$ cat config.mk
export PLATFORM = sky130hd
export DESIGN_NAME = pulse_width_key_decoder
export DESIGN_NICKNAME = d
export VERILOG_FILES = /design/src/pwkd_pkg.sv /design/src/pwkd_period_div.sv /design/src/pwkd_core.sv /design/src/pulse_width_key_decoder.sv
export SDC_FILE = /design/constraint.sdc
export NUM_CORES = 1
export LEC_CHECK = 0
export CORE_MARGIN = 8
export CORE_UTILIZATION = 30
export DETAILED_ROUTE_END_ITERATION = 7
export DONT_BUFFER_PORTS = 1
export PLACE_DENSITY_LB_ADDON = 0.08
export SLEW_MARGIN = 20
export SYNTH_ARGS = -nofsm -noshare
export SYNTH_HDL_FRONTEND = slang
export SYNTH_SLANG_ARGS = --single-unit
$ cat constraint.sdc
create_clock -name clk -period 8.8 [get_ports clk]
set_input_delay 0.88 -clock clk [delete_from_list [all_inputs] [get_ports clk]]
set_output_delay 0.88 -clock clk [all_outputs]
set_load 0.1 [all_outputs]
$ cat src/pwkd_pkg.sv
package pwkd_pkg;

	localparam int SYNC_SAMPLES = 10;
	localparam int KEY_BYTES = 4;

	localparam int DUR_W = 16;
	localparam int SUM_W = 21;
	localparam int PERIOD_W = 17;
	localparam int KEY_W = 32;
	localparam int CNT_W = 8;
	localparam int SAMPLE_W = 4;
	localparam int BYTES_W = 3;
	localparam int LIMIT_W = 8;

	localparam logic [LIMIT_W-1:0] START_LIMIT_RESET = 8'd40;
	// start word and stop word share the same pattern
	localparam logic [CNT_W-1:0] FRAME_WORD = 8'b0000_0010;
	localparam logic [CNT_W-1:0] FRAME_BITS = 8'd3;
	localparam logic [CNT_W-1:0] BYTE_BITS = 8'd8;

	// divide by SYNC_SAMPLES as multiply by a rounded-up reciprocal
	localparam int SYNC_DIV_SHIFT = 26;
	localparam logic [SYNC_DIV_SHIFT:0] SYNC_RECIP =
		(SYNC_DIV_SHIFT+1)'(((1 << SYNC_DIV_SHIFT) + SYNC_SAMPLES - 1) / SYNC_SAMPLES);

	typedef enum logic [2:0] {
		PH_SYNC,
		PH_START_BIT,
		PH_START_WORD,
		PH_READ,
		PH_STOP_WORD
	} pwkd_phase_t;

	typedef struct packed {
		logic req_type;
		logic level;
		logic [DUR_W-1:0] duration;
	} pwkd_item_t;

endpackage

$ cat src/pwkd_period_div.sv
module pwkd_period_div
	import pwkd_pkg::*;
(
	input logic clk,
	input logic arst_n,
	input logic [SUM_W-1:0] period_sum,
	output logic [PERIOD_W-1:0] bit_period
);

	localparam int PROD_W = SUM_W + SYNC_DIV_SHIFT + 1;

	logic [PROD_W-1:0] prod;
	logic [PERIOD_W-1:0] bit_period_q;

	assign prod = {{(SYNC_DIV_SHIFT+1){1'b0}}, period_sum} * {{SUM_W{1'b0}}, SYNC_RECIP};

	// the sum is frozen once sync ends, so the registered quotient settles in the cycle after
	always_ff @(posedge clk or negedge arst_n) begin
		if (!arst_n) begin
			bit_period_q <= '0;
		end else begin
			bit_period_q <= prod[SYNC_DIV_SHIFT +: PERIOD_W];
		end
	end

	assign bit_period = bit_period_q;

endmodule

$ cat src/pwkd_core.sv
module pwkd_core
	import pwkd_pkg::*;
(
	input logic clk,
	input logic arst_n,
	input logic step,
	input pwkd_item_t item,
	input logic [LIMIT_W-1:0] start_bit_limit,
	output logic key_ready,
	output logic [KEY_W-1:0] key_value
);

	pwkd_phase_t phase_q, phase_n;
	logic edge_q, edge_n;
	logic [DUR_W-1:0] held_q, held_n;
	logic [SAMPLE_W-1:0] sample_q, sample_n;
	logic [SUM_W-1:0] sum_q, sum_n;
	logic [CNT_W-1:0] shift_q, shift_n;
	logic [CNT_W-1:0] bcnt_q, bcnt_n;
	logic [KEY_W-1:0] key_q, key_n;
	logic [BYTES_W-1:0] bytes_q, bytes_n;
	logic done_q, done_n;

	logic [PERIOD_W-1:0] bit_period;
	logic bit_event;
	logic clear;
	logic bit_val;
	logic long_high;
	logic [CNT_W-1:0] shifted;
	logic [CNT_W-1:0] bcnt_inc;
	logic [CNT_W:0] hunt_n;
	logic [SAMPLE_W:0] sample_inc;
	logic [BYTES_W-1:0] bytes_inc;

	pwkd_period_div u_div (
		.clk (clk),
		.arst_n (arst_n),
		.period_sum (sum_q),
		.bit_period (bit_period)
	);

	// low time of the bit is the last high pulse, high time is this low pulse
	assign bit_val = held_q >= bit_period[PERIOD_W-1:1];
	assign long_high = {1'b0, item.duration} > bit_period;
	assign shifted = {shift_q[CNT_W-2:0], bit_val};
	assign bcnt_inc = bcnt_q + 1'b1;
	assign hunt_n = {1'b0, bcnt_q} + 1'b1;
	assign sample_inc = {1'b0, sample_q} + 1'b1;
	assign bytes_inc = bytes_q + 1'b1;

	always_comb begin
		phase_n = phase_q;
		edge_n = edge_q;
		held_n = held_q;
		sample_n = sample_q;
		sum_n = sum_q;
		shift_n = shift_q;
		bcnt_n = bcnt_q;
		key_n = key_q;
		bytes_n = bytes_q;
		done_n = done_q;
		bit_event = 1'b0;
		clear = 1'b0;

		if (item.req_type) begin
			clear = 1'b1;
		end else if (!done_q) begin
			if (!edge_q) begin
				if (!item.level) begin
					edge_n = 1'b1;
					bit_event = 1'b1;
				end
			end else if (item.level) begin
				held_n = item.duration;
				edge_n = 1'b0;
			end
		end

		if (bit_event) begin
			unique case (phase_q)
				PH_SYNC: begin
					sum_n = sum_q + SUM_W'(item.duration) + SUM_W'(held_q);
					if (sample_inc >= (SAMPLE_W+1)'(SYNC_SAMPLES)) begin
						sample_n = '0;
						phase_n = PH_START_BIT;
					end else begin
						sample_n = sample_inc[SAMPLE_W-1:0];
					end
				end
				PH_START_BIT: begin
					if (long_high) begin
						bcnt_n = '0;
						phase_n = PH_START_WORD;
					end else if (hunt_n > {1'b0, start_bit_limit}) begin
						clear = 1'b1;
					end else begin
						bcnt_n = hunt_n[CNT_W-1:0];
					end
				end
				PH_START_WORD, PH_STOP_WORD: begin
					shift_n = shifted;
					bcnt_n = bcnt_inc;
					if (bcnt_inc == FRAME_BITS) begin
						if (shifted != FRAME_WORD) begin
							clear = 1'b1;
						end else if (phase_q == PH_START_WORD) begin
							bcnt_n = '0;
							shift_n = '0;
							phase_n = PH_READ;
						end else begin
							done_n = 1'b1;
						end
					end
				end
				PH_READ: begin
					shift_n = shifted;
					bcnt_n = bcnt_inc;
					if (bcnt_inc == BYTE_BITS) begin
						if (^shifted) begin
							clear = 1'b1;
						end else begin
							key_n = {key_q[KEY_W-CNT_W-1:0], shifted};
							bytes_n = bytes_inc;
							shift_n = '0;
							bcnt_n = '0;
							if (bytes_inc == BYTES_W'(KEY_BYTES)) begin
								// last bit of the key doubles as the stop bit
								if (long_high) begin
									phase_n = PH_STOP_WORD;
								end else begin
									clear = 1'b1;
								end
							end
						end
					end
				end
				default: begin
					clear = 1'b1;
				end
			endcase
		end

		if (clear) begin
			phase_n = PH_SYNC;
			edge_n = 1'b0;
			held_n = '0;
			sample_n = '0;
			sum_n = '0;
			shift_n = '0;
			bcnt_n = '0;
			key_n = '0;
			bytes_n = '0;
			done_n = 1'b0;
		end
	end

	always_ff @(posedge clk or negedge arst_n) begin
		if (!arst_n) begin
			phase_q <= PH_SYNC;
		end else if (step) begin
			phase_q <= phase_n;
		end
	end

	always_ff @(posedge clk or negedge arst_n) begin
		if (!arst_n) begin
			edge_q <= 1'b0;
			held_q <= '0;
			sample_q <= '0;
			sum_q <= '0;
			shift_q <= '0;
			bcnt_q <= '0;
			key_q <= '0;
			bytes_q <= '0;
			done_q <= 1'b0;
		end else if (step) begin
			edge_q <= edge_n;
			held_q <= held_n;
			sample_q <= sample_n;
			sum_q <= sum_n;
			shift_q <= shift_n;
			bcnt_q <= bcnt_n;
			key_q <= key_n;
			bytes_q <= bytes_n;
			done_q <= done_n;
		end
	end

	assign key_ready = done_q;
	assign key_value = key_q;

endmodule

$ cat src/pulse_width_key_decoder.sv
// Pulse-width key decoder: one request per line pulse (level and duration) or a restart
// request, one result per request (key_ready and key_value). Requests are taken at one per
// cycle while results are taken; a request waits in the input register until it advances,
// and its result is then registered and held until taken, while one more request may wait
// in the input register. The bit period, the sum of the sync periods times a reciprocal, is
// registered in the cycle after sync ends, which the pulse alternation always leaves time for.
// start_bit_limit may be written through the cfg port at any idle moment; it resets to 40.
module pulse_width_key_decoder
	import pwkd_pkg::*;
(
	input logic clk,
	input logic arst_n,
	input logic in_valid,
	output logic in_ready,
	input logic req_type,
	input logic level,
	input logic [DUR_W-1:0] duration,
	output logic out_valid,
	input logic out_ready,
	output logic key_ready,
	output logic [KEY_W-1:0] key_value,
	input logic cfg_valid,
	output logic cfg_ready,
	input logic [LIMIT_W-1:0] cfg_data
);

	logic s1_valid_q;
	pwkd_item_t item_s1;
	logic out_valid_q;
	logic advance;
	logic [LIMIT_W-1:0] limit_q;

	assign advance = s1_valid_q && (!out_valid_q || out_ready);
	assign in_ready = !s1_valid_q || advance;
	assign cfg_ready = 1'b1;

	always_ff @(posedge clk or negedge arst_n) begin
		if (!arst_n) begin
			s1_valid_q <= 1'b0;
		end else if (in_ready) begin
			s1_valid_q <= in_valid;
		end
	end

	always_ff @(posedge clk) begin
		if (in_valid && in_ready) begin
			item_s1 <= '{req_type: req_type, level: level, duration: duration};
		end
	end

	always_ff @(posedge clk or negedge arst_n) begin
		if (!arst_n) begin
			out_valid_q <= 1'b0;
		end else if (advance) begin
			out_valid_q <= 1'b1;
		end else if (out_ready) begin
			out_valid_q <= 1'b0;
		end
	end

	always_ff @(posedge clk or negedge arst_n) begin
		if (!arst_n) begin
			limit_q <= START_LIMIT_RESET;
		end else if (cfg_valid && cfg_ready) begin
			limit_q <= cfg_data;
		end
	end

	// decoder state doubles as the result register
	pwkd_core u_core (
		.clk (clk),
		.arst_n (arst_n),
		.step (advance),
		.item (item_s1),
		.start_bit_limit (limit_q),
		.key_ready (key_ready),
		.key_value (key_value)
	);

	assign out_valid = out_valid_q;

endmodule

==> load_flow_metrics.sql, run 1 <==
INSERT INTO impl_metrics (metric_group, metric, value, unit) VALUES
('run', 'maxcap_violations', '0', ''),
('sta', 'max_freq', '0.133', 'GHz'),
('clocking', 'cts_root_buffer', 'clkbuf_16', ''),
('global_routing', 'antenna_found_initial', '1', ''),
('floorplan', 'initial_utilization', '30.3', '%'),
('global_routing', 'gr-usage-all-layers', '14.3', '%'),
('clocking', 'post-cts-setup-buffers', '0', ''),
('final_layout', 'diodes', '0', ''),
('route', 'drt_drc_violations_left', '0', ''),
('clocking', 'clock_tree_buffer_depth', '2', ''),
('worst_setup_path', 'crit_required', '9160', 'ps'),
('worst_hold_path', 'min_path_type', 'in2async', ''),
('floorplan', 'floorplan.die_area', '54300', 'µm²'),
('global_routing', 'globalRouteOverflowTotal', '0', ''),
('final_layout', 'final_layout_size_suffix_gt1_share', '4.81', '%'),
('route', 'detail_route.first_pass.iterations', '5', ''),
('sta', 'hold_viol_final', '0', ''),
('final_layout', 'final_net_count', '1774', ''),
('synth', 'postSynthCellCount', '1363', ''),
('floorplan', 'die_w', '233', 'µm'),
('sta', 'final_critical_period', '7520', 'ps'),
('worst_setup_path', 'r2r_cells', '21', ''),
('floorplan', 'design.portCount', '67', ''),
('sta', 'timing.max_slew.rel_slack', '25.5', '%'),
('synth', 'synth-edff-count', '18', ''),
('route', 'antenna_left', '0', ''),
('floorplan', 'core_region_area', '46600', 'µm²'),
('floorplan', 'fp-row-count', '79', ''),
('synth', 'avgSynthCellArea', '10.4', 'µm²'),
('clocking', 'numCtsBuffers', '17', ''),
('clocking', 'clk_transition_reported_paths', '70', 'ps'),
('global_routing', 'grt_start_max_net_pins', '124', ''),
('worst_setup_path', 'path_cells', 'inv_1 > ha_1 > inv_1 > fa_1 > fa_1 > inv_1 > fa_1 > fa_1 > fa_1 > inv_1 > fa_1 > ha_1 > a211o_1 > a2111oi_0 > nand4_1 > nand2_1 > o21ai_0 > a211oi_1 > a21oi_1 > a21oi_1 > xnor2_1', ''),
('worst_setup_path', 'worst_path_arrival', '7880', 'ps'),
('clocking', 'clock_latency', '440', 'ps'),
('sta', 'worst_slew_pin_slew', '1110', 'ps'),
('global_routing', 'grt_first_pass_wirelength', '59.4', 'mm'),
('synth', 'syn_nets', '1779', ''),
('clocking', 'cts_tree', 'built', ''),
('clocking', 'ctsResizeCount', '0', ''),
('route', 'detailedRoute.firstIterationViolations', '438', ''),
('sta', 'setup-tns-final', '0', 'ps'),
('sta', 'final-setup-viol-count', '0', ''),
('route', 'num_vias', '9380', ''),
('synth', 'synth.yosys.warnings', '0', ''),
('sta', 'slew_violations', '0', ''),
('worst_setup_path', 'cp_common_cell', 'fa_1', ''),
('synth', 'yosysUniqueCellTypes', '68', ''),
('sta', 'timing.clock.skew', '12.1', 'ps'),
('synth', 'asyncSetResetFlopFracSynth', '87.2', '%'),
('worst_setup_path', 'critical_path.n_buffers_inverters', '4', ''),
('placed_design', 'gp_congestion', '0.838', ''),
('worst_setup_path', 'worst_path_dominant_cell_family', 'adder cells', ''),
('sta', 'grt_setup_unrepaired', 'no', ''),
('clocking', 'clkSinkCount', '141', ''),
('synth', 'synth_sequential_area_ratio', '25.6', '%'),
('synth', 'synth_seq_cells', '141', ''),
('worst_setup_path', 'critical_path.max_stage_delay', '680', 'ps'),
('placed_design', 'port_buffers', '0', ''),
('status', 'status', 'finished clean', ''),
('sta', 'period_share', '85.5', '%'),
('placed_design', 'hpwl', '30.9', 'mm'),
('worst_setup_path', 'crit_path_top_delay_cell', 'fa_1', ''),
('global_routing', 'grt_pass1_vias', '9927', ''),
('worst_setup_path', 'cp_max_fo', '6', ''),
('clocking', 'cts_hold_buf', '0', ''),
('worst_setup_path', 'path_class', 'reg2reg', ''),
('route', 'totalWireLength', '37.6', 'mm'),
('worst_setup_path', 'worstSetupEndpointType', 'register', ''),
('synth', 'syn-cell-area', '14100', 'µm²'),
('clocking', 'cts.htree.levels', '4', ''),
('worst_setup_path', 'startpoint_type', 'register', ''),
('final_layout', 'area.growth.synth_to_final', '8.87', '%'),
('synth', 'dominantRegCellSynth', 'dfrtp_1', ''),
('worst_setup_path', 'crit_cells', '21', ''),
('route', 'average_vias_per_placed_instance', '4.74', ''),
('floorplan', 'die_y', '233', 'µm'),
('route', 'route.detailed.wl_per_inst', '19.0', 'µm');
per-layer routing:
metal	vias to the layer above	global-route usage (%)	routed length, µm
li1	4548	-	-
met2	114	22.0	16900
met3	24	1.91	1020
met1	4692	21.2	19200
met4	2	3.03	412
met5	-	0	13
final cells by class:
type	count	area (µm²)
clock buffer	17	425
clock inverter	15	153
fill	4731	31200
inverter	304	1140
multi-input combinational	887	9220
sequential	141	3620
tap	607	759
timing repair buffer	7	52.6
stage by stage:
step           utilization [%]  setup WS (ps)  cells  hold slack (ps)  area (µm²)
2_1_floorplan                -           2200   1363              469       14100
3_3_place_gp              31.8           1250   1946              477       14800
3_5_place_dp              31.8           1220   1946              488       14800
4_1_cts                   33.0           1210   1978              108       15400
5_1_grt                   33.0            842   1978             96.9       15400
6_report                  33.0           1280   1978              137       15400
cells in the mapped netlist, drive strengths merged, types with 8 or more instances:
| library cell | number | area, µm² |
|---|---|---|
| a21o | 27 | 203 |
| a21oi | 51 | 255 |
| a22o | 29 | 265 |
| a31oi | 8 | 50.1 |
| and2 | 8 | 50.1 |
| and3 | 12 | 75.1 |
| buf | 10 | 68.8 |
| clkbuf | 21 | 78.8 |
| dfrtp | 121 | 3030 |
| edfxtp | 18 | 541 |
| fa | 152 | 3040 |
| ha | 233 | 2920 |
| inv | 303 | 1140 |
| nand2 | 38 | 143 |
| nand2b | 8 | 50.1 |
| nand3 | 12 | 60.1 |
| nand4 | 46 | 288 |
| nor2 | 31 | 116 |
| o21a | 17 | 128 |
| o21ai | 70 | 354 |
| o22ai | 8 | 50.1 |
| xnor2 | 30 | 263 |
| xor2 | 18 | 158 |
worst register-to-register path, stage by stage (launching register included):
cell       delay (ps)
dfrtp_1           500
inv_1             110
ha_1              300
inv_1              90
fa_1              480
fa_1              680
inv_1             110
fa_1              510
fa_1              530
fa_1              550
inv_1              50
fa_1              470
ha_1              310
a211o_1           280
a2111oi_0         520
nand4_1           300
nand2_1           220
o21ai_0           300
a211oi_1          600
a21oi_1           190
a21oi_1           200
xnor2_1           130
placed cells by master (no fill, tap or decap), drive strengths merged, types with 12 or more instances in the layout:
cell / n
fa: 152
ha: 233
a21oi: 51
xnor2: 30
nand2: 38
inv: 312
edfxtp: 18
a21o: 27
o21ai: 70
dfrtp: 121
nor2: 31
o21a: 17
nand4: 46
clkbuf: 17
nand3: 12
and3: 12
xor2: 18
a22o: 29
cells by family (layout without fill, tap and decap cells):
logic type,after synthesis,count (layout),synth area share [%]
simple gates,189,189,7.24
other cells,1,1,0.0266
xor+xnor,48,48,2.98
mux,7,7,0.514
buf+inv,335,343,9.12
fa+ha+maj,385,385,42.2
compound gates,257,257,12.3
flops,141,141,25.6
path summary, 6_finish.rpt:
check / from / endpoint / slack (ps)
min in group clk: u_core.bytes_q[2] / u_core.bytes_q[2] / 490
max in group asynchronous: arst_n / u_core.u_div.bit_period[14] / 8330
hold / removal: arst_n / u_core.u_div.bit_period[1] / 140
setup reg to reg: u_core.sum_q[13] / u_core.u_div.bit_period[16] / 1280
hold reg to reg: u_core.bytes_q[2] / u_core.bytes_q[2] / 490
setup / recovery: u_core.sum_q[13] / u_core.u_div.bit_period[16] / 1280
sequential cells by signal, indices dropped and copies added (netlist names), 3 cells and up:
signal	count
u_core.bcnt_q	8
u_core.key_value	32
item_s1	18
u_core.bytes_q	3
u_core.shift_q	7
u_core.phase_q	3
limit_q	8
u_core.sample_q	4
u_core.held_q	16
u_core.sum_q	21
u_core.u_div.bit_period	17
Power of run 1 is left out: the tool's default activity adds up to more than one toggle a clock period on the data nets, which glitch-free logic cannot reach.
==> run 2, diff against run 1 <==
- SYNTH_HIERARCHICAL: default -> 1
==> load_flow_metrics.sql, run 2 <==
INSERT INTO impl_metrics (metric_group, metric, value, unit) VALUES
('final_layout', 'final_layout_size_suffix_gt1_share', '4.65', '%'),
('global_routing', 'gr-usage-all-layers', '15.0', '%'),
('final_layout', 'largest_reg_flops', '32', ''),
('worst_setup_path', 'worst_path_arrival', '7020', 'ps'),
('sta', 'worst_slew_pin_slew', '1100', 'ps'),
('floorplan', 'fp-row-count', '81', ''),
('global_routing', 'grt_first_pass_wirelength', '64.1', 'mm'),
('floorplan', 'floorplan.die_area', '56300', 'µm²'),
('route', 'antenna_left', '0', ''),
('route', 'num_vias', '10124', ''),
('placed_design', 'port_buffers', '0', ''),
('synth', 'ys_top_cells_by_count', '272 x inv_1, 234 x ha_1, 152 x fa_1', ''),
('final_layout', 'area.growth.synth_to_final', '8.50', '%'),
('floorplan', 'initial_utilization', '30.2', '%'),
('sta', 'max_freq', '0.150', 'GHz'),
('clocking', 'clk_transition_reported_paths', '70', 'ps'),
('floorplan', 'die_y', '237', 'µm'),
('route', 'drt_drc_violations_left', '0', ''),
('worst_setup_path', 'crit_required', '9170', 'ps'),
('global_routing', 'grt_pass1_vias', '10770', ''),
('floorplan', 'core_region_area', '48600', 'µm²'),
('placed_design', 'hpwl', '33.8', 'mm'),
('route', 'detail_route.first_pass.iterations', '5', ''),
('clocking', 'cts_root_buffer', 'clkbuf_16', ''),
('clocking', 'numCtsBuffers', '17', ''),
('clocking', 'post-cts-setup-buffers', '0', ''),
('sta', 'setup-tns-final', '0', 'ps'),
('worst_setup_path', 'startpoint_type', 'register', ''),
('sta', 'final_critical_period', '6650', 'ps'),
('synth', 'syn_nets', '1895', ''),
('final_layout', 'final_net_count', '1887', ''),
('synth', 'avgSynthCellArea', '9.95', 'µm²'),
('worst_hold_path', 'min_path_type', 'in2async', ''),
('sta', 'slew_violations', '0', ''),
('sta', 'final-setup-viol-count', '0', ''),
('sta', 'period_share', '75.6', '%'),
('synth', 'synth_seq_cells', '141', ''),
('route', 'route.detailed.wl_per_inst', '19.3', 'µm'),
('synth', 'synthMostInstantiatedCell', 'inv_1', ''),
('synth', 'syn-cell-area', '14700', 'µm²'),
('floorplan', 'design.portCount', '67', ''),
('sta', 'hold_viol_final', '0', ''),
('global_routing', 'antenna_found_initial', '1', ''),
('route', 'totalWireLength', '40.6', 'mm'),
('placed_design', 'gp_congestion', '0.805', ''),
('synth', 'asyncSetResetFlopFracSynth', '87.2', '%'),
('clocking', 'cts.htree.levels', '4', ''),
('synth', 'dominantRegCellSynth', 'dfrtp_1', ''),
('final_layout', 'layout_commonest_cell', 'inv_1', ''),
('final_layout', 'fill_cells', '5023', ''),
('floorplan', 'die_w', '237', 'µm'),
('synth', 'yosysTopAreaCell', 'fa_1', ''),
('worst_setup_path', 'path_class', 'reg2reg', ''),
('synth', 'synth.yosys.warnings', '6', ''),
('final_layout', 'layout_common_cells', '272 x inv_1, 234 x ha_1, 152 x fa_1, 136 x nand2_1, 121 x dfrtp_1', ''),
('synth', 'postSynthCellCount', '1478', ''),
('clocking', 'ctsResizeCount', '0', ''),
('global_routing', 'globalRouteOverflowTotal', '0', ''),
('sta', 'timing.max_slew.rel_slack', '26.2', '%'),
('clocking', 'cts_tree', 'built', ''),
('clocking', 'cts_hold_buf', '0', ''),
('route', 'average_vias_per_placed_instance', '4.80', ''),
('synth', 'synth.top_cells.by_area', 'fa_1 21%, dfrtp_1 21%, ha_1 20%', ''),
('route', 'detailedRoute.firstIterationViolations', '585', ''),
('worst_setup_path', 'r2r_slack', '2150', 'ps'),
('run', 'maxcap_violations', '0', ''),
('clocking', 'clock_latency', '490', 'ps'),
('synth', 'synth_top_area_share', '20.7', '%'),
('clocking', 'clkSinkCount', '141', ''),
('synth', 'yosysUniqueCellTypes', '78', ''),
('worst_setup_path', 'r2r_cells', '20', ''),
('status', 'status', 'finished clean', ''),
('worst_setup_path', 'worstSetupEndpointType', 'register', ''),
('sta', 'grt_setup_unrepaired', 'no', ''),
('synth', 'synth-edff-count', '18', ''),
('clocking', 'clock_tree_buffer_depth', '2', ''),
('synth', 'synth_sequential_area_ratio', '24.6', '%'),
('sta', 'timing.clock.skew', '15.8', 'ps'),
('global_routing', 'grt_start_max_net_pins', '124', ''),
('worst_setup_path', 'cp_max_fo', '7', '');
-- run 2: cell count changes after synthesis, sizes merged, moves of 12 or more --
cell,delta
nand2,+99
inv,-31
nand4,-29
a21oi,+23
o21ai,+22
o21a,-12
-- run 2: path summary, 6_finish.rpt --
kind                                       start                           to
min in group clk                      s1_valid_q                    out_valid
max in group asynchronous                 arst_n                   limit_q[3]
worst min register to register        s1_valid_q                    out_valid
worst min-delay path                      arst_n           u_core/sample_q[1]
worst max register to register  u_core/sum_q[13]  u_core/u_div/bit_period[14]
worst max-delay path            u_core/sum_q[13]  u_core/u_div/bit_period[14]
-- run 2: routing by layer --
layer | share of wire (%) | wire length [µm] | GRT usage, %
met5 | 0 | 0 | 0
met2 | 46 | 18800 | 23.4
met1 | 49 | 19800 | 20.8
met3 | 3.5 | 1410 | 3.13
met4 | 1.6 | 630 | 4.04
-- run 2: logic make-up (layout without fill, tap and decap cells) --
kind of cell	count (synthesis)	after routing	synth area share, %
and+or+nand+nor	293	293	9.77
buffers and inverters	303	308	8.04
xor gates and xnor gates	47	47	2.80
other	1	3	0.0255
DFF	141	141	24.6
AOI/OAI and AO/OA	298	298	13.2
adders and majority gates	386	386	40.6
muxes	9	9	0.894
-- run 2: critical path, stage by stage, from the launching register on --
cell,delay [ps]
dfrtp_1,520
inv_1,80
ha_1,290
inv_1,90
fa_1,480
fa_1,710
inv_1,110
fa_1,530
fa_1,530
fa_1,550
inv_1,60
fa_1,470
ha_1,360
nand2_2,100
nor4_4,320
or4b_1,500
nand3_2,150
o21ai_1,150
nor2_1,230
a31oi_1,140
xnor2_1,140
-- run 2: cell type report --
| cell class | count | area (µm²) | share of cell area, % |
|---|---|---|---|
| Sequential cell | 141 | 3620 | 22.7 |
| Inverter | 272 | 1020 | 6.40 |
| Tap cell | 622 | 778 | 4.88 |
| Timing Repair Buffer | 4 | 30.0 | 0.188 |
| Clock buffer | 18 | 439 | 2.75 |
| Antenna cell | 2 | 5.00 | 0.0314 |
| Multi-Input combinational cell | 1034 | 9910 | 62.1 |
| Clock inverter | 14 | 146 | 0.918 |
-- run 2: per-stage QoR --
| step | cells | cell area (µm²) | hold slack, ps | util [%] | setup WS, ps |
|---|---|---|---|---|---|
| 2_1_floorplan | 1478 | 14700 | 449 | - | 2670 |
| 3_3_place_gp | 2073 | 15400 | 462 | 31.6 | 2160 |
| 3_5_place_dp | 2073 | 15400 | 472 | 31.6 | 2170 |
| 4_1_cts | 2105 | 15900 | 48.2 | 32.8 | 2120 |
| 5_1_grt | 2105 | 15900 | 51.9 | 32.8 | 1800 |
| 6_report | 2107 | 15900 | 90.5 | 32.8 | 2150 |
Power of run 2 is left out for the same reason.
==> run 3, diff against run 2 <==
- clock period: 8.8 -> 6.15 ns (I/O delays scaled with it)
==> load_flow_metrics.sql, run 3 (synthesis gave the netlist of run 2 again) <==
INSERT INTO impl_metrics (metric_group, metric, value, unit) VALUES
('status', 'status', 'finished clean', ''),
('worst_setup_path', 'worst_path_arrival', '6500', 'ps'),
('worst_setup_path', 'path_cells', 'fa_1 > inv_1 > fa_1 > inv_2 > fa_1 > inv_2 > fa_1 > inv_2 > fa_1 > inv_2 > fa_1 > fa_1 > inv_2 > ha_4 > nand2_4 > buf_4 > nor2_4 > nand3_4 > a311oi_4 > nor2_4 > nor4b_2 > buf_4 > nor3_2 > xnor2_1', ''),
('sta', 'hold_viol_final', '0', ''),
('sta', 'final_critical_period', '6140', 'ps'),
('placed_design', 'hpwl', '34.5', 'mm'),
('sta', 'period_share', '99.8', '%'),
('worst_setup_path', 'critical_path.max_stage_delay', '550', 'ps'),
('global_routing', 'globalRouteOverflowTotal', '0', ''),
('placed_design', 'port_buffers', '0', ''),
('placed_design', 'place_ws', '-233', 'ps'),
('global_routing', 'grt.met2_usage', '23.8', '%'),
('final_layout', 'final_layout_size_suffix_gt1_share', '14.0', '%'),
('route', 'totalWireLength', '41.2', 'mm'),
('final_layout', 'instances_no_fill', '2198', ''),
('route', 'drt_drc_violations_left', '0', ''),
('worst_setup_path', 'startpoint_type', 'register', ''),
('sta', 'final-setup-viol-count', '0', ''),
('floorplan', 'initial_utilization', '30.2', '%'),
('sta', 'slew_violations', '0', ''),
('placed_design', 'placed_area', '16000', 'µm²'),
('floorplan', 'fp-row-count', '81', ''),
('floorplan', 'design.portCount', '67', ''),
('clocking', 'clock_latency', '480', 'ps'),
('worst_setup_path', 'worst_path_dominant_cell_family', 'adder cells', ''),
('route', 'antenna_left', '0', ''),
('route', 'num_vias', '10414', ''),
('clocking', 'clk_transition_reported_paths', '70', 'ps'),
('floorplan', 'floorplan.die_area', '56300', 'µm²'),
('sta', 'timing.max_slew.rel_slack', '25.8', '%'),
('run', 'maxcap_violations', '0', ''),
('clocking', 'cts_tree', 'built', ''),
('final_layout', 'layout_common_cells', '262 x inv_1, 227 x ha_1, 148 x fa_1, 132 x nand2_1, 121 x dfrtp_1', ''),
('floorplan', 'core_region_area', '48600', 'µm²'),
('global_routing', 'grt_pass1_vias', '11287', ''),
('placed_design', 'gp_congestion', '0.784', ''),
('route', 'detail_route.first_pass.iterations', '6', ''),
('worst_setup_path', 'worstSetupEndpointType', 'register', ''),
('final_layout', 'layout_commonest_cell', 'inv_1', ''),
('global_routing', 'gr-usage-all-layers', '15.2', '%'),
('final_layout', 'fill_cells', '4985', ''),
('worst_setup_path', 'crit_required', '6510', 'ps'),
('route', 'route.detailed.wl_per_inst', '18.7', 'µm'),
('clocking', 'numCtsBuffers', '17', ''),
('final_layout', 'area.growth.synth_to_final', '16.1', '%'),
('sta', 'max_freq', '0.163', 'GHz'),
('final_layout', 'largest_reg_flops', '32', ''),
('floorplan', 'die_w', '237', 'µm'),
('worst_setup_path', 'crit_path_top_delay_cell', 'fa_1', ''),
('global_routing', 'grt_first_pass_wirelength', '65.8', 'mm'),
('clocking', 'clkSinkCount', '141', ''),
('sta', 'setup_ws', '10.4', 'ps'),
('clocking', 'cts_root_buffer', 'clkbuf_16', ''),
('global_routing', 'global_route.peak_usage_layer', 'met2', ''),
('global_routing', 'gr-usage-met3', '2.37', '%'),
('route', 'average_vias_per_placed_instance', '4.74', ''),
('sta', 'worst_slew_pin_slew', '1110', 'ps'),
('clocking', 'cts.htree.levels', '4', ''),
('sta', 'grt_setup_unrepaired', 'yes', ''),
('clocking', 'clock_tree_buffer_depth', '2', ''),
('route', 'detailedRoute.firstIterationViolations', '523', ''),
('placed_design', 'count_of_placed_standard_cells_including_taps', '2158', ''),
('global_routing', 'grt_util_met1', '21.5', '%'),
('floorplan', 'die_y', '237', 'µm'),
('final_layout', 'stdcell_area', '17100', 'µm²'),
('final_layout', 'final_net_count', '1979', ''),
('worst_hold_path', 'min_path_type', 'in2async', ''),
('worst_setup_path', 'critical_path.n_buffers_inverters', '8', ''),
('global_routing', 'grt_start_max_net_pins', '124', ''),
('worst_setup_path', 'cp_common_cell', 'fa_1', ''),
('worst_setup_path', 'cp_max_fo', '4', ''),
('sta', 'timing.clock.skew', '10.3', 'ps'),
('global_routing', 'antenna_found_initial', '0', ''),
('worst_setup_path', 'path_class', 'reg2reg', '');
run 3: cell count changes in the layout (fill, tap and decap cells not counted), moves of 5 or more:
cell,delta
ha_4,+6
inv_1,-10
ha_1,-7
inv_2,+10
a21oi_1,-6
buf_4,+85
buf_6,+5
o21ai_2,+5
run 3: per-layer routing:
metal,vias to the layer above,wire [µm]
met4,0,645
met1,5165,20600
li1,5133,-
met2,84,19000
met5,-,0
met3,32,898
run 3: what timing repair did:
item | CTS | global route
hold endpoints to repair | 123 | 0
pin swaps | 14 | 38
setup buffers | 0 | 7
setup endpoints to repair | 11 | 16
hold buffers | 1 | 0
cloned | 0 | 0
gates resized for setup | 17 | 64
run 3: worst reg2reg max path, stage by stage, from the launching register on:
cell and delay (ps):
dfrtp_1 400, fa_1 550, inv_1 50, fa_1 490
inv_2 40, fa_1 510, inv_2 50, fa_1 520
inv_2 50, fa_1 550, inv_2 40, fa_1 470
fa_1 510, inv_2 50, ha_4 280, nand2_4 50
buf_4 140, nor2_4 130, nand3_4 90, a311oi_4 340
nor2_4 110, nor4b_2 260, buf_4 170, nor3_2 40
xnor2_1 130
run 3: area by class of cell:
class | count | area [µm²] | area share [%]
Tap cell | 622 | 778 | 4.56
Sequential cell | 141 | 3620 | 21.2
Clock inverter | 15 | 185 | 1.08
Timing Repair Buffer | 96 | 772 | 4.52
Inverter | 272 | 1020 | 5.98
Antenna cell | 1 | 2.50 | 0.0147
Clock buffer | 17 | 425 | 2.49
Multi-Input combinational cell | 1034 | 10300 | 60.1
run 3: worst paths after layout:
path	startpoint	endpoint	slack, ps	cells after the start
max in group asynchronous	arst_n	u_core/u_div/bit_period[2]	5470	1
worst max-delay path	u_core/sum_q[18]	u_core/u_div/bit_period[10]	10	24
min in group clk	duration[8]	item_s1[8]	230	0
worst max register to register	u_core/sum_q[18]	u_core/u_div/bit_period[10]	10	24
worst min-delay path	arst_n	u_core/held_q[4]	100	1
worst min register to register	s1_valid_q	out_valid	490	1
run 3: through the flow:
stage | utilization (%) | hold slack (ps) | TNS (ps)
CTS | 34.4 | 128 | 0
global placement | 32.9 | 324 | -1330
detailed placement | 32.9 | 325 | -1390
floorplan | - | 319 | 0
global route | 35.1 | 126 | -1760
finish | 35.1 | 97.5 | 0
Power of run 3 is left out for the same reason.
